### config.mk
export PLATFORM = sky130hd
export DESIGN_NAME = sync_length_crc_frame_deframer_core_flat
export DESIGN_NICKNAME = d
export VERILOG_FILES = /design/src/sldf_pkg.sv /design/src/sldf_if.sv /design/src/sync_length_crc_frame_deframer_core.sv /design/src/sldf_parser.sv /design/src/flat_wrapper.sv
export SDC_FILE = /design/constraint.sdc
export NUM_CORES = 1
export LEC_CHECK = 0
export BUFFER_PORTS_ARGS = -buffer_cell sky130_fd_sc_hd__buf_4
export CAP_MARGIN = 20
export CORE_ASPECT_RATIO = 0.8
export CORE_UTILIZATION = 45
export DETAILED_ROUTE_END_ITERATION = 16
export GPL_TIMING_DRIVEN = 0
export PLACE_DENSITY = 0.73
export SLEW_MARGIN = 30
export SYNTH_ARGS = -nofsm -noshare
export SYNTH_HDL_FRONTEND = slang
export SYNTH_SLANG_ARGS = --single-unit
### constraint.sdc
create_clock -name clk -period 9.4 [get_ports clk]
set_input_delay 0 -clock clk [delete_from_list [all_inputs] [get_ports clk]]
set_output_delay 0 -clock clk [all_outputs]
set_load 0.02 [all_outputs]
### src/sldf_pkg.sv
package sldf_pkg;

	localparam int unsigned MAX_PAYLOAD = 256;

	localparam logic [7:0]  SYNC_A        = 8'hA5;
	localparam logic [7:0]  SYNC_B        = 8'h5A;
	localparam logic [7:0]  FRAME_VERSION = 8'h01;
	localparam logic [15:0] CRC_INIT      = 16'hFFFF;
	localparam logic [15:0] CRC_POLY      = 16'h1021;
	localparam logic [31:0] TIMEOUT_RESET = 32'd100;

	localparam logic [8:0] IDX_VERSION = 9'd2;
	localparam logic [8:0] IDX_MSG     = 9'd3;
	localparam logic [8:0] IDX_LEN_LO  = 9'd4;
	localparam logic [8:0] IDX_LEN_HI  = 9'd5;
	localparam logic [8:0] IDX_SEQ_LO  = 9'd6;
	localparam logic [8:0] IDX_SEQ_HI  = 9'd7;
	localparam logic [8:0] HEADER_BYTES = 9'd12;
	localparam logic [8:0] LAST_OFS     = 9'd13;

	localparam logic OP_BYTE = 1'b0;
	localparam logic OP_TICK = 1'b1;

	localparam logic [2:0] EV_VALID   = 3'd0;
	localparam logic [2:0] EV_VERSION = 3'd1;
	localparam logic [2:0] EV_LENGTH  = 3'd2;
	localparam logic [2:0] EV_CRC     = 3'd3;
	localparam logic [2:0] EV_TIMEOUT = 3'd4;

	typedef struct packed {
		logic        op;
		logic [7:0]  data_byte;
		logic [31:0] now_ms;
	} in_req_t;

	typedef struct packed {
		logic [2:0]  event_res;
		logic [7:0]  message_res;
		logic [15:0] sequence_res;
		logic [8:0]  length_res;
		logic [7:0]  command_byte;
		logic        sequence_gap;
	} out_req_t;

	function automatic logic [15:0] sldf_crc_byte(input logic [15:0] crc, input logic [7:0] b);
		logic [15:0] c;
		c = crc ^ {b, 8'h00};
		for (int k = 0; k < 8; k++) begin
			c = c[15] ? ((c << 1) ^ CRC_POLY) : (c << 1);
		end
		return c;
	endfunction

endpackage

### src/sldf_if.sv
interface sldf_in_if;
	logic        valid;
	logic        ready;
	logic        op;
	logic [7:0]  data_byte;
	logic [31:0] now_ms;

	modport source (output valid, output op, output data_byte, output now_ms, input ready);
	modport sink (input valid, input op, input data_byte, input now_ms, output ready);
endinterface

interface sldf_out_if;
	logic        valid;
	logic        ready;
	logic [2:0]  event_res;
	logic [7:0]  message_res;
	logic [15:0] sequence_res;
	logic [8:0]  length_res;
	logic [7:0]  command_byte;
	logic        sequence_gap;

	modport source (output valid, output event_res, output message_res, output sequence_res,
		output length_res, output command_byte, output sequence_gap, input ready);
	modport sink (input valid, input event_res, input message_res, input sequence_res,
		input length_res, input command_byte, input sequence_gap, output ready);
endinterface

### src/sync_length_crc_frame_deframer_core.sv
// Channel  Direction  Payload
// stream   in         op, data_byte, now_ms
// events   out        event_res, message_res, sequence_res, length_res,
//                     command_byte, sequence_gap
// cfg      in         cfg_we, cfg_wdata (frame timeout in ms)
//
// An event is presented after its request is accepted: the request waits
// in the input register and the parser result is loaded into the event register.
// One request is accepted every cycle while the event register is free or drained.
// Reset clears the parser to the sync hunt and the timeout to 100 ms.
// A stalled event holds the parser step, and the input register then fills.
module sync_length_crc_frame_deframer_core (
	input  logic        clk,
	input  logic        arst_n,
	sldf_in_if.sink     stream,
	sldf_out_if.source  events,
	input  logic        cfg_we,
	input  logic [31:0] cfg_wdata
);
	import sldf_pkg::*;

	logic [31:0] timeout_q;
	logic        valid_s1;
	in_req_t     item_s1;
	logic        advance;
	logic        res_valid;
	out_req_t    res;
	logic        out_valid_q;
	out_req_t    out_q;

	assign advance      = valid_s1 && (!out_valid_q || events.ready);
	assign stream.ready = !valid_s1 || advance;

	always_ff @(posedge clk or negedge arst_n) begin
		if (!arst_n) begin
			timeout_q   <= TIMEOUT_RESET;
			valid_s1    <= 1'b0;
			out_valid_q <= 1'b0;
		end else begin
			if (cfg_we) begin
				timeout_q <= cfg_wdata;
			end
			if (stream.valid && stream.ready) begin
				valid_s1 <= 1'b1;
			end else if (advance) begin
				valid_s1 <= 1'b0;
			end
			if (advance) begin
				out_valid_q <= res_valid;
			end else if (events.ready) begin
				out_valid_q <= 1'b0;
			end
		end
	end

	always_ff @(posedge clk) begin
		if (stream.valid && stream.ready) begin
			item_s1.op        <= stream.op;
			item_s1.data_byte <= stream.data_byte;
			item_s1.now_ms    <= stream.now_ms;
		end
		if (advance && res_valid) begin
			out_q <= res;
		end
	end

	sldf_parser u_parser (
		.clk        (clk),
		.arst_n     (arst_n),
		.step       (advance),
		.item       (item_s1),
		.timeout_ms (timeout_q),
		.res_valid  (res_valid),
		.res        (res)
	);

	assign events.valid        = out_valid_q;
	assign events.event_res    = out_q.event_res;
	assign events.message_res  = out_q.message_res;
	assign events.sequence_res = out_q.sequence_res;
	assign events.length_res   = out_q.length_res;
	assign events.command_byte = out_q.command_byte;
	assign events.sequence_gap = out_q.sequence_gap;

endmodule

### src/sldf_parser.sv
module sldf_parser (
	input  logic             clk,
	input  logic             arst_n,
	input  logic             step,
	input  sldf_pkg::in_req_t  item,
	input  logic [31:0]      timeout_ms,
	output logic             res_valid,
	output sldf_pkg::out_req_t res
);
	import sldf_pkg::*;

	typedef enum logic [1:0] {
		PH_HUNT0 = 2'd0,
		PH_HUNT1 = 2'd1,
		PH_BODY  = 2'd2
	} phase_t;

	phase_t      phase_q, phase_n;
	logic [8:0]  count_q, count_n;
	logic        prev_valid_q, prev_valid_n;
	logic [15:0] prev_seq_q, prev_seq_n;
	logic [31:0] last_time_q, last_time_n;
	logic [15:0] crc_q, crc_n;
	logic [7:0]  rx_lo_q, rx_lo_n;
	logic [7:0]  version_q, version_n;
	logic [7:0]  msg_q, msg_n;
	logic [8:0]  len_q, len_n;
	logic [15:0] seq_q, seq_n;
	logic [7:0]  first_q, first_n;

	logic [7:0]  b;
	logic [15:0] crc_upd;
	logic [15:0] full_len;
	logic [8:0]  crc_lim;
	logic [8:0]  end_idx;
	logic [31:0] elapsed;
	logic        timed_out;

	assign b         = item.data_byte;
	assign crc_upd   = sldf_crc_byte(crc_q, b);
	assign full_len  = {b, len_q[7:0]};
	assign crc_lim   = len_q + HEADER_BYTES;
	assign end_idx   = len_q + LAST_OFS;
	assign elapsed   = item.now_ms - last_time_q;
	assign timed_out = elapsed > timeout_ms;

	always_comb begin
		phase_n      = phase_q;
		count_n      = count_q;
		prev_valid_n = prev_valid_q;
		prev_seq_n   = prev_seq_q;
		last_time_n  = last_time_q;
		crc_n        = crc_q;
		rx_lo_n      = rx_lo_q;
		version_n    = version_q;
		msg_n        = msg_q;
		len_n        = len_q;
		seq_n        = seq_q;
		first_n      = first_q;
		res_valid    = 1'b0;
		res          = '0;
		if (step && item.op == OP_TICK) begin
			if (phase_q != PH_HUNT0 && timed_out) begin
				phase_n       = PH_HUNT0;
				count_n       = '0;
				res_valid     = 1'b1;
				res.event_res = EV_TIMEOUT;
			end
		end else if (step) begin
			last_time_n = item.now_ms;
			unique case (phase_q)
				PH_HUNT0: begin
					if (b == SYNC_A) begin
						phase_n = PH_HUNT1;
						count_n = 9'd1;
					end
				end
				PH_HUNT1: begin
					if (b == SYNC_B) begin
						phase_n   = PH_BODY;
						count_n   = IDX_VERSION;
						crc_n     = CRC_INIT;
						rx_lo_n   = '0;
						version_n = '0;
						msg_n     = '0;
						len_n     = '0;
						seq_n     = '0;
						first_n   = '0;
					end else if (b == SYNC_A) begin
						count_n = 9'd1;
					end else begin
						phase_n = PH_HUNT0;
						count_n = '0;
					end
				end
				PH_BODY: begin
					count_n = count_q + 9'd1;
					if (count_q < crc_lim) begin
						crc_n = crc_upd;
					end
					priority if (count_q == IDX_VERSION) begin
						version_n = b;
					end else if (count_q == IDX_MSG) begin
						msg_n = b;
					end else if (count_q == IDX_LEN_LO) begin
						len_n = {1'b0, b};
					end else if (count_q == IDX_LEN_HI) begin
						if (full_len > 16'(MAX_PAYLOAD)) begin
							res_valid       = 1'b1;
							res.event_res   = EV_LENGTH;
							res.message_res = msg_q;
							if (b == SYNC_A) begin
								phase_n = PH_HUNT1;
								count_n = 9'd1;
							end else begin
								phase_n = PH_HUNT0;
								count_n = '0;
							end
						end else begin
							len_n = full_len[8:0];
						end
					end else if (count_q == IDX_SEQ_LO) begin
						seq_n = {seq_q[15:8], b};
					end else if (count_q == IDX_SEQ_HI) begin
						seq_n = {b, seq_q[7:0]};
					end else if (count_q >= HEADER_BYTES) begin
						if (count_q == HEADER_BYTES && len_q != '0) begin
							first_n = b;
						end
						if (count_q == crc_lim) begin
							rx_lo_n = b;
						end
					end else begin
						count_n = count_q + 9'd1;
					end
					if (count_q == end_idx) begin
						phase_n          = PH_HUNT0;
						count_n          = '0;
						res_valid        = 1'b1;
						res.message_res  = msg_q;
						res.sequence_res = seq_q;
						res.length_res   = len_q;
						res.command_byte = first_q;
						if (version_q != FRAME_VERSION) begin
							res.event_res = EV_VERSION;
						end else if ({b, rx_lo_q} != crc_q) begin
							res.event_res = EV_CRC;
						end else begin
							res.event_res    = EV_VALID;
							res.sequence_gap = prev_valid_q && ((seq_q - prev_seq_q) != 16'd1);
							prev_seq_n       = seq_q;
							prev_valid_n     = 1'b1;
						end
					end
				end
				default: begin
					phase_n = PH_HUNT0;
					count_n = '0;
				end
			endcase
		end
	end

	always_ff @(posedge clk or negedge arst_n) begin
		if (!arst_n) begin
			phase_q      <= PH_HUNT0;
			count_q      <= '0;
			prev_valid_q <= 1'b0;
			last_time_q  <= '0;
		end else begin
			phase_q      <= phase_n;
			count_q      <= count_n;
			prev_valid_q <= prev_valid_n;
			last_time_q  <= last_time_n;
		end
	end

	always_ff @(posedge clk) begin
		prev_seq_q <= prev_seq_n;
		crc_q      <= crc_n;
		rx_lo_q    <= rx_lo_n;
		version_q  <= version_n;
		msg_q      <= msg_n;
		len_q      <= len_n;
		seq_q      <= seq_n;
		first_q    <= first_n;
	end

`ifndef NO_ASSERTIONS
	a_body_count: assert property (@(posedge clk) disable iff (!arst_n)
		phase_q == PH_BODY |-> count_q >= IDX_VERSION && count_q <= end_idx)
		else $error("Frame byte count left the frame window.");

	a_timeout_in_frame: assert property (@(posedge clk) disable iff (!arst_n)
		res_valid && res.event_res == EV_TIMEOUT |-> phase_q != PH_HUNT0 && item.op == OP_TICK)
		else $error("Timeout reported outside a frame.");

	a_gap_only_valid: assert property (@(posedge clk) disable iff (!arst_n)
		res_valid && res.sequence_gap |-> res.event_res == EV_VALID)
		else $error("Sequence gap flagged on a rejected frame.");

	a_history_update: assert property (@(posedge clk) disable iff (!arst_n)
		res_valid && res.event_res == EV_VALID |=> prev_valid_q && prev_seq_q == $past(seq_q))
		else $error("Sequence history not updated after a valid frame.");

	a_result_on_step: assert property (@(posedge clk) disable iff (!arst_n)
		res_valid |-> step)
		else $error("Result produced without a request.");
`endif

endmodule
### src/flat_wrapper.sv
// flat-port wrapper written by rule: the top's interface ports become plain ports
module sync_length_crc_frame_deframer_core_flat import sldf_pkg::*;
  (clk, arst_n, cfg_we, cfg_wdata, stream_valid, stream_op, stream_data_byte, stream_now_ms, stream_ready, events_valid, events_event_res, events_message_res, events_sequence_res, events_length_res, events_command_byte, events_sequence_gap, events_ready);
  sldf_in_if stream_i ();
  sldf_out_if events_i ();
  input  logic clk;
  input  logic arst_n;
  input  logic cfg_we;
  input  logic [31:0] cfg_wdata;
  input wire logic [$bits(stream_i.valid)-1:0] stream_valid;
  input wire logic [$bits(stream_i.op)-1:0] stream_op;
  input wire logic [$bits(stream_i.data_byte)-1:0] stream_data_byte;
  input wire logic [$bits(stream_i.now_ms)-1:0] stream_now_ms;
  output wire logic [$bits(stream_i.ready)-1:0] stream_ready;
  output wire logic [$bits(events_i.valid)-1:0] events_valid;
  output wire logic [$bits(events_i.event_res)-1:0] events_event_res;
  output wire logic [$bits(events_i.message_res)-1:0] events_message_res;
  output wire logic [$bits(events_i.sequence_res)-1:0] events_sequence_res;
  output wire logic [$bits(events_i.length_res)-1:0] events_length_res;
  output wire logic [$bits(events_i.command_byte)-1:0] events_command_byte;
  output wire logic [$bits(events_i.sequence_gap)-1:0] events_sequence_gap;
  input wire logic [$bits(events_i.ready)-1:0] events_ready;
  assign stream_i.valid = stream_valid;
  assign stream_i.op = stream_op;
  assign stream_i.data_byte = stream_data_byte;
  assign stream_i.now_ms = stream_now_ms;
  assign stream_ready = stream_i.ready;
  assign events_valid = events_i.valid;
  assign events_event_res = events_i.event_res;
  assign events_message_res = events_i.message_res;
  assign events_sequence_res = events_i.sequence_res;
  assign events_length_res = events_i.length_res;
  assign events_command_byte = events_i.command_byte;
  assign events_sequence_gap = events_i.sequence_gap;
  assign events_i.ready = events_ready;
  sync_length_crc_frame_deframer_core u_core (.clk(clk), .arst_n(arst_n), .stream(stream_i), .events(events_i), .cfg_we(cfg_we), .cfg_wdata(cfg_wdata));
endmodule
==> results of run 1 <==
==> stage by stage <==
step	worst slack (ns)	hold slack [ns]
after CTS	3.608	0.09871
final	3.414	0.09200
after global placement	3.367	0.1782
after global routing	3.086	0.1493
after floorplan	4.612	-0.2956
after detailed placement	3.653	0.09609
==> area by class of cell <==
cell class                      count  area, sq um  area share, %
Clock inverter                     11        65.06         0.3974
Timing Repair Buffer              204         1735          10.60
Clock buffer                       38        737.0          4.501
Inverter                          116        435.4          2.660
Tap cell                          377        471.7          2.881
Sequential cell                   253         7211          44.04
Buffer                             39        155.1         0.9476
Multi-Input combinational cell    835         5562          33.97
==> worst max-delay path: cells and delay by family, from the launching register on <==
kind                     cells  cell delay [ns]
AO/OA/AOI/OAI                7             2.41
AND/OR/NAND/NOR              5             1.62
adder cells (fa/ha/maj)      3             0.93
flip-flops                   1             0.36
buffers and inverters        2             0.14
XOR/XNOR                     1             0.12
==> placed cells by master, fill, tap and decap left out, drive strengths merged, types with 17 or more instances in the layout <==
master,n
clkbuf,75
edfxtp,175
nand2,134
xor2,29
nor3,17
xnor2,56
and2,39
o21ai,96
dfrtp,75
inv,118
a21oi,74
ha,95
nand4,17
buf,126
dlygate4sd3,80
nand3,29
nor4,18
nor2,69
==> how the worst max path moves through the flow <==
stage	end	slack, ns
after floorplan	u_core.events.command_byte[0]	4.61
after global placement	u_core.events.length_res[3]	3.37
after detailed placement	u_core.events.length_res[2]	3.65
after CTS	u_core.events.length_res[1]	3.61
after global routing	u_core.events.length_res[1]	3.09
final	u_core.events.length_res[1]	3.41
==> cell families (layout without fill, tap and decap cells) <==
kind of cell	count (synthesis)	after routing
buffers and inverters	155	408
DFF	253	253
and+or+nand+nor	384	384
muxes	10	10
adders and majority gates	97	97
AOI/OAI and AO/OA	259	259
xor gates and xnor gates	85	85
==> routing by layer <==
metal  vias to the layer above  share of wire (%)
met3                        65                6.6
met1                      4663                 47
met2                       378                 44
met5                         -                  0
met4                         0                2.3
li1                       4881                  -
==> report_power, final <==
group / leakage (nW) / internal [mW] / switching [mW]
clock network: 0.395 / 0.547 / 0.428
registers: 2.61 / 1.29 / 0.0451
logic: 3.80 / 0.406 / 0.560
==> registers in the layout (all words and copies together) (netlist names), 2 cells and up <==
name / flops
u_core.events.message_res: 8
u_core.u_parser.msg_q: 8
u_core.events.command_byte: 8
u_core.u_parser.seq_q: 16
u_core.u_parser.phase_q: 2
u_core.u_parser.rx_lo_q: 8
u_core.u_parser.last_time_q: 32
u_core.events.sequence_res: 16
u_core.u_parser.version_q: 8
u_core.events.length_res: 9
u_core.u_parser.count_q: 9
u_core.timeout_q: 32
u_core.u_parser.prev_seq_q: 16
u_core.u_parser.first_q: 8
u_core.u_parser.crc_q: 16
u_core.events.event_res: 3
u_core.u_parser.len_q: 9
u_core.item_s1: 41
==> repair_timing <==
action                    4_1_cts  5_1_grt
resized for setup               0        0
hold buffers                   80        0
hold endpoints to repair      153        0
==> results by group, run 1 <==
Yosys
  • Synth async-reset ratio: 30.83%
  • Synth Instances: 1243
  • Synth top area share: 39.35%
  • Synth area leader: edfxtp_1
  • Syn nets: 1418
  • Most frequent cell after synthesis: edfxtp_1
  • Post-synth EDFFs: 175
  • Post-synthesis mux area share: 0.7777%
  • YS warnings: 0
  • Simple-gate area share of the yosys netlist: 14.15%
  • Sequential area share after synthesis: 54.00%
  • Post-Synth Adder-Cell Area: 9.201%
  • Synth top area cells: edfxtp_1 (39%), dfrtp_1 (14%), ha_1 (8.9%)
  • Ys flop type: edfxtp_1
  • Synth cell count leaders: edfxtp_1 (175), nand2_1 (134), inv_1 (116)
  • Synth Area in Compound Gates: 11.88%
  • Syn Area/Cell: 10.74 sq um
  • Yosys reg bits: 253
  • Largest family of logic cells by synthesized area: simple AND/OR/NAND/NOR gates
  • Post-synthesis xor/xnor area fraction: 5.575%
  • Post-synthesis cell type count: 70
  • Syn Std Cell Area: 13350 sq um

Layout
  • Layout Nets: 1651
  • Final core occ: 56.03%
  • # diodes: 0
  • Fin area: 16370 sq um
  • Fin cells: 1873
  • Syn-to-layout area delta: 22.60%
  • Ratio of cells with drive above 1 in the final layout: 12.90%
  • Filler cells: 2384

Global route
  • Most used routing layer: met2
  • Pin count of the biggest net entering global routing: 79
  • All-Layer GR Usage: 20.70%
  • Vias in the first global route: 9667
  • Met2 usage: 32.12%
  • Initial antenna violation count: 0
  • Overflow after GRT: 0
  • GRT met1 Usage: 30.18%
  • Met3 Use GR: 3.134%
  • First-pass GRT wire length: 50.16 mm

Drt
  • Routed Antenna Nets: 0
  • DRT iter0 DRCs: 835
  • DR vias: 9987
  • Final wirelength: 31.23 mm
  • Vias/cell: 5.332
  • Drt wl/cell: 16.67 um
  • DRC violations left: 0
  • Detailed Routing Iterations Pass 1: 5

Power and ir drop
  • Lkg Pwr: 6.806 nW
  • Peak supply drop: 147.4 uV
  • PD cells: 200.4 nW/um^2
  • Post-route total power: 3.282 mW

Timing
  • Setup TNS: 0 ns
  • Clock skew: 0.02123 ns
  • Final Hold Viols: 0
  • Worst-Margin Slew: 0.9057 ns
  • Slew headroom: 38.85%
  • Crit share post-route: 63.68%
  • Setup violators final: 0
  • Fin crit period: 5.986 ns
  • Max Transition Viols Final: 0
  • Fmax: 167.1 MHz
  • RSZ-0062 raised after global routing: false

Status
  • Status: finished clean

Worst setup path
  • CP Class: flip-flop to flip-flop
  • RR Startpoint: u_core.item_s1[0]
  • Worst setup EP type: flip-flop
  • CP peak stage delay: 0.80 ns
  • Worst Setup SP: u_core.item_s1[0]
  • Reg2reg path depth: 18
  • FF-to-FF setup slack: 3.41 ns
  • Critical Path AT: 6.15 ns
  • Slowest cell on crit path: o311ai_0
  • Worst Path Max Fanout: 45
  • CP cell instances: inv_1, ha_1, inv_1, fa_1, a21oi_1, nor2_1, o311ai_0, a21bo_2, a31oi_1, a41o_1, o41ai_1, xnor2_1, ha_1, nand4_1, nor4_1, o211ai_2, nand2_1, or2_4
  • FF-to-FF End: u_core.events.length_res[1]
  • CP Launch Type: flip-flop
  • CP required: 9.57 ns

Clock tree
  • Num Clock Sinks: 253
  • Num CTS Buffers: 27
  • Worst-Skew Late Latency: 0.53 ns
  • Clock-pin slew on the worst setup and hold paths: 0.07 ns
  • Bufs on Longest Clock Path: 3
  • Setup bufs post-CTS: 0
  • Max H-tree Level: 1
  • CTS tree: yes
  • Clk root buf: clkbuf_16

Floorplan
  • Die ar.: 30370 sq um
  • IO Pins: 125
  • Initial Util: 45.70%
  • Die W: 194.6 um
  • Core Region: 29220 sq um
  • Die height: 156.1 um
  • Row count: 56

Place
  • Hpwl dp: 22.19 mm
  • Placed Instance Area: 14770 sq um
  • GP Congestion: 0.9181
  • Count of port buffers added during placement: 123
  • Placed cells: 1744

Hold path
  • Hold Crit Class: input port to async pin

Flow run
  • Max Cap Viol: 0
No activity file was read; power rests on OpenSTA's default activity.
==> run 2: changes to the inputs <==
Settings changed: PLACE_DENSITY 0.73 to 0.76.
Clock period 9.4 ns to 5.1 ns, I/O delays scaled along.
==> run 2 against run 1 <==
Effect of this change: the flow now finishes with violations (design-rule violations); sequential share of layout area down 0.98 points; clock power up 110%; register-to-register slack worse by 3.1 ns; first-iteration DRC count down 7.4%; global-route usage up 0.22 points; fmax up 24%; combinational power up 93%; clock-buffer cell count down 7; die area unchanged; critical endpoint unchanged.
==> results by group, run 2 (synthesized netlist as in run 1, its figures left out) <==
Status
  • Status: complete, but fails checks
  • Failing checks: design-rule violations

Drt
  • Vias/cell: 5.396
  • DR vias: 10180
  • Detailed Routing Iterations Pass 1: 11
  • Routed Antenna Nets: 0
  • Drt wl/cell: 16.96 um
  • DRT iter0 DRCs: 773
  • Final wirelength: 31.98 mm
  • DRC violations left: 1

Floorplan
  • IO Pins: 125
  • Die W: 194.6 um
  • Die ar.: 30370 sq um
  • Die height: 156.1 um
  • Core Region: 29220 sq um
  • Initial Util: 45.70%
  • Row count: 56

Worst setup path
  • CP delay by family, top: compound AO/OA/AOI/OAI gates
  • CP required: 5.39 ns
  • Slowest cell on crit path: o21ai_0
  • CP peak stage delay: 0.49 ns
  • CP bufs+invs: 2
  • CP Class: flip-flop to flip-flop
  • CP cell instances: ha_1, clkbuf_1, a21oi_1, o21ai_0, a211oi_2, a211oi_2, o41ai_4, o2111ai_1, a21oi_1, xnor2_1, ha_1, nand4_1, nor4_4, a21oi_2, o211ai_4, nand2_2, or2_4, buf_12
  • Worst setup EP type: flip-flop
  • Worst Path Max Fanout: 27
  • CP Launch Type: flip-flop
  • Critical Path AT: 5.13 ns

Global route
  • Pin count of the biggest net entering global routing: 79
  • All-Layer GR Usage: 20.92%
  • Vias in the first global route: 9969
  • Initial antenna violation count: 0
  • First-pass GRT wire length: 50.88 mm
  • Overflow after GRT: 0

Power and ir drop
  • Internal power: 4.412 mW
  • PD cells: 383.2 nW/um^2
  • Clk network pwr share: 32.4%
  • Psw: 2.004 mW
  • Share of power burned in registers: 38.4%
  • Combinational share of power: 29.2%
  • Peak supply drop: 284.7 uV
  • Lkg Pwr: 6.947 nW
  • Net Sw Frac: 31.23%

Timing
  • Fin crit period: 4.835 ns
  • Crit share post-route: 94.80%
  • Slew headroom: 41.87%
  • Max Transition Viols Final: 0
  • Worst Setup Slack, final: 0.2654 ns
  • Setup violators final: 0
  • Clock skew: 0.02446 ns
  • Worst-Margin Slew: 0.8719 ns
  • Fmax: 206.8 MHz
  • Final Hold Viols: 0

Layout
  • Final core occ: 57.31%
  • Top Registers: u_core.item_s1: 41 flops, u_core.timeout_q: 32 flops, u_core.u_parser.last_time_q: 32 flops
  • Ratio of cells with drive above 1 in the final layout: 14.71%
  • Filler cells: 2311
  • Most common cell after layout, fill and taps aside: edfxtp_1
  • # diodes: 0
  • Layout Nets: 1663
  • Syn-to-layout area delta: 25.38%
  • Most flop-heavy register: u_core.item_s1
  • Most frequent cells in the layout: edfxtp_1 (175), buf_4 (134), nand2_1 (132)
  • Largest register FFs: 41

Clock tree
  • Max H-tree Level: 1
  • Num CTS Buffers: 27
  • Bufs on Longest Clock Path: 3
  • Worst-Skew Late Latency: 0.54 ns
  • Num Clock Sinks: 253
  • Clk root buf: clkbuf_16
  • Clock-pin slew on the worst setup and hold paths: 0.06 ns
  • CTS tree: yes

Place
  • GP Congestion: 0.9097
  • Hpwl dp: 22.13 mm
  • Count of port buffers added during placement: 123
  • Pre-CTS setup slack: -0.8026 ns

Hold path
  • Hold Crit Class: input port to async pin

Flow run
  • Max Cap Viol: 0
[run 2: worst reg2reg max path: stages, from the launching register on]
cell and delay (ns):
edfxtp_1 0.40, ha_1 0.28, clkbuf_1 0.25, a21oi_1 0.11, o21ai_0 0.49, a211oi_2 0.21
a211oi_2 0.39, o41ai_4 0.15, o2111ai_1 0.25, a21oi_1 0.12, xnor2_1 0.14, ha_1 0.30
nand4_1 0.18, nor4_4 0.35, a21oi_2 0.14, o211ai_4 0.15, nand2_2 0.17, or2_4 0.31
buf_12 0.18
[run 2: stage by stage]
step           total power [mW]  setup TNS (ns)  cell area (sq um)  std cells  hold slack, ns
2_1_floorplan             3.732               0              13350       1243         -0.2956
3_3_place_gp              4.132          -43.50              14750       1743          0.1778
3_5_place_dp              4.210          -33.79              14810       1746          0.1061
4_1_cts                   6.364               0              16620       1881         0.09913
5_1_grt                   6.756         -0.1352              16740       1886          0.1631
6_report                  6.416               0              16740       1886         0.08609
[run 2: path summary, 6_finish.rpt]
kind	startpoint	end	slack, ns	cells after the start
max in group asynchronous	arst_n	u_core.u_parser.phase_q[0]	4.51	2
min in group clk	stream_now_ms[6]	u_core.item_s1[6]	0.18	2
hold / removal	arst_n	u_core.u_parser.last_time_q[22]	0.09	2
hold reg to reg	u_core.u_parser.seq_q[0]	u_core.u_parser.prev_seq_q[0]	0.45	0
setup reg to reg	u_core.item_s1[6]	u_core.events.length_res[1]	0.27	18
setup / recovery	u_core.item_s1[6]	u_core.events.length_res[1]	0.27	18
[run 2: area by class of cell]
| cell class | count | area, sq um | area share (%) |
|---|---|---|---|
| clock inverters | 19 | 247.7 | 1.480 |
| plain buffers | 39 | 155.1 | 0.9266 |
| flip-flops and latches | 253 | 7211 | 43.07 |
| inverters | 116 | 435.4 | 2.601 |
| repair buffers | 216 | 1851 | 11.05 |
| clock buffers | 31 | 690.7 | 4.125 |
| multi-input cells | 835 | 5682 | 33.93 |
| well taps | 377 | 471.7 | 2.817 |
[run 2: timing repair]
action / CTS / global route
hold buffers: 80 / 0
gates cloned: 0 / 0
endpoints found under the hold margin: 153 / 0
pin swaps: 1 / 4
buffers inserted: 5 / 5
setup endpoints to repair: 58 / 56
resized for setup: 8 / 14
[run 2: layer usage]
layer | GRT usage [%] | up-vias | routed length [um]
li1 | - | 4900 | -
met3 | 3.307 | 60 | 1988
met4 | 6.463 | 0 | 879
met5 | 0 | - | 0
met1 | 29.42 | 4878 | 14710
met2 | 33.27 | 338 | 14400
[run 2: power groups by stage]
stage                     clock (mW)  combinational, mW  sequential [mW]
after floorplan                    0               1.19             2.55
after global placement             0               1.63             2.50
after detailed placement           0               1.70             2.51
after CTS                       2.10               1.80             2.47
after global routing            2.18               2.09             2.48
final                           2.08               1.87             2.47
==> run 3: changes to the inputs <==
Settings changed: CORE_UTILIZATION 45 to 54, PLACE_DENSITY 0.76 to 0.86, SYNTH_HIERARCHICAL from default to 1.
==> run 3 against run 2 <==
Effect of this change: the flow finishes with violations (negative setup slack); first-iteration DRC count increased by 43%; clock skew decreased by 0.010 ns; critical endpoint is now u_core/events.message_res[2]; synthesized cell count decreased by 2.7%; register-to-register slack got worse by 0.35 ns.
==> results by group, run 3 <==
Status
  • Status: complete, but fails checks
  • Failing checks: negative setup slack

Floorplan
  • Die ar.: 25990 sq um
  • Initial Util: 55.57%
  • IO Pins: 125
  • Row count: 51
  • Core Region: 24630 sq um
  • Die height: 144.4 um
  • Die W: 180.0 um

Drt
  • Detailed Routing Iterations Pass 1: 5
  • Drt wl/cell: 19.77 um
  • DRT iter0 DRCs: 1103
  • Vias/cell: 5.862
  • DR vias: 10680
  • Routed Antenna Nets: 0
  • Final wirelength: 36.01 mm
  • DRC violations left: 0

Yosys
  • Synth top area cells: edfxtp_1 (38%), dfrtp_1 (14%), ha_1 (8.7%)
  • Most frequent cell after synthesis: edfxtp_1
  • Synth Instances: 1210
  • Synth cell count leaders: edfxtp_1 (175), nand2_1 (110), ha_1 (95), inv_1 (95), dfrtp_1 (75)
  • Synth top area share: 38.39%
  • Syn Area/Cell: 11.31 sq um
  • Ys flop type: edfxtp_1
  • Post-synthesis cell type count: 70
  • Syn nets: 1385
  • Synth area leader: edfxtp_1
  • Syn Std Cell Area: 13690 sq um
  • Post-synth EDFFs: 175
  • Yosys reg bits: 253
  • Sequential area share after synthesis: 52.68%
  • YS warnings: 6
  • Synth async-reset ratio: 30.83%

Layout
  • Largest register FFs: 41
  • Sequential cell area: 7211 sq um
  • Most common cell after layout, fill and taps aside: edfxtp_1
  • Filler cells: 1598
  • Syn-to-layout area delta: 27.46%
  • # diodes: 0
  • Most flop-heavy register: u_core/item_s1
  • Layout Nets: 1660
  • Ratio of cells with drive above 1 in the final layout: 18.63%
  • Fin cells: 1821
  • Top Registers: u_core/item_s1: 41 flops, u_core/timeout_q: 32 flops, u_core/u_parser/last_time_q: 32 flops
  • Most frequent cells in the layout: edfxtp_1 (175), buf_4 (137), dlygate4sd3_1 (109)
  • Multi-input gate area: 6201 sq um

Timing
  • RSZ-0062 raised after global routing: true
  • Crit share post-route: 101.6%
  • Final Hold Viols: 0
  • Clock skew: 0.01419 ns
  • Setup TNS: -2.820 ns
  • Setup violators final: 45
  • Worst-Margin Slew: 0.8686 ns
  • Fmax: 192.9 MHz
  • Final hold slack: 0.06617 ns
  • Fin crit period: 5.183 ns
  • Worst Setup Slack, final: -0.08271 ns
  • Max Transition Viols Final: 0
  • Slew headroom: 42.10%

Global route
  • Vias in the first global route: 10340
  • Pin count of the biggest net entering global routing: 79
  • Overflow after GRT: 0
  • First-pass GRT wire length: 53.70 mm
  • Initial antenna violation count: 0
  • All-Layer GR Usage: 26.08%

Clock tree
  • Max H-tree Level: 1
  • Bufs on Longest Clock Path: 3
  • Num CTS Buffers: 25
  • Clock-pin slew on the worst setup and hold paths: 0.06 ns
  • Worst-Skew Late Latency: 0.53 ns
  • Num Clock Sinks: 253
  • Clk root buf: clkbuf_16
  • CTS tree: yes

Worst setup path
  • CP required: 5.33 ns
  • CP Launch Type: flip-flop
  • Worst Path Max Fanout: 13
  • Worst setup EP type: flip-flop
  • Critical Path AT: 5.42 ns
  • Reg2reg path depth: 23
  • CP Class: flip-flop to flip-flop

Power and ir drop
  • PD cells: 341.3 nW/um^2
  • Post-route total power: 5.955 mW
  • Lkg Pwr: 7.306 nW
  • Peak supply drop: 301.8 uV

Hold path
  • Hold Crit Class: input port to async pin

Flow run
  • Max Cap Viol: 0

Place
  • Placed cells: 1654
  • Hpwl dp: 22.34 mm
  • Count of port buffers added during placement: 123
  • GP Congestion: 0.8954
[run 3: area by class of cell]
| cell class | count | share of cell area [%] |
|---|---|---|
| Clock buffer | 32 | 3.851 |
| Buffer | 26 | 0.9466 |
| Clock inverter | 13 | 1.112 |
| Multi-Input combinational cell | 832 | 35.54 |
| Sequential cell | 253 | 41.33 |
| Inverter | 95 | 2.044 |
| Timing Repair Buffer | 252 | 12.89 |
| Tap cell | 318 | 2.281 |
[run 3: per-stage QoR]
stage                     utilization (%)  worst slack, ns  area (sq um)
after global placement              60.97          -0.8491         15020
after CTS                           69.71        0.0003921         17170
after detailed placement            61.35          -0.3346         15110
after global routing                70.83          -0.1818         17450
after floorplan                         -           0.1362         13700
final                               70.83         -0.08271         17450
[run 3: per-layer routing]
layer / GRT usage [%] / vias up / routed length, um
li1: - / 4903 / -
met1: 35.45 / 5058 / 14850
met2: 42.37 / 588 / 16700
met3: 5.238 / 126 / 3197
met4: 8.167 / 0 / 1259
met5: 0 / - / 0
[run 3: critical path, cell delays in order, from the launching register on]
cell	delay (ns)
edfxtp_1	0.41
inv_1	0.08
ha_1	0.19
inv_1	0.08
fa_2	0.38
a21oi_2	0.21
o211ai_1	0.16
buf_4	0.19
a41oi_2	0.24
o21ai_2	0.13
a21boi_2	0.27
nor3_1	0.10
a311o_1	0.29
ha_1	0.28
nand2_1	0.04
or4_4	0.54
nor2_2	0.14
nor3_1	0.06
o31ai_1	0.08
nand2_1	0.12
o22ai_2	0.22
nand2_2	0.11
nor2b_4	0.22
bufbuf_16	0.33
[run 3: timing repair]
| action | 4_1_cts | 5_1_grt |
|---|---|---|
| pin swaps | 2 | 18 |
| gates cloned | 1 | 0 |
| endpoints found under the hold margin | 153 | 0 |
| buffers inserted | 3 | 13 |
| setup endpoints to repair | 54 | 56 |
| resized for setup | 15 | 37 |
| hold buffers | 109 | 0 |
[run 3: final timing paths]
kind,from,to,slack [ns]
max,u_core/item_s1[0],u_core/events.message_res[2],-0.08
min,arst_n,u_core/u_parser/last_time_q[20],0.07
max reg2reg,u_core/item_s1[0],u_core/events.message_res[2],-0.08
min reg2reg,u_core/u_parser/prev_valid_q,u_core/u_parser/prev_valid_q,0.48
max in group asynchronous,arst_n,u_core/timeout_q[7],4.48
min in group clk,stream_data_byte[0],u_core/item_s1[32],0.19
[run 3: power breakdown]
part / internal [mW] / total, mW / switching, mW
Clock: 1.18 / 1.96 / 0.774
Combinational: 0.733 / 1.61 / 0.878
Sequential: 2.31 / 2.39 / 0.0736
[run 3: cells by family (layout without fill, tap and decap cells)]
group | count (synthesis) | in the layout | share of synthesized area (%)
simple gates | 373 | 373 | 14.04
flops | 253 | 253 | 52.68
compound gates | 248 | 248 | 11.49
buf+inv | 125 | 418 | 3.921
fa+ha+maj | 97 | 97 | 8.976
xor+xnor | 74 | 74 | 4.835
mux | 40 | 40 | 4.058
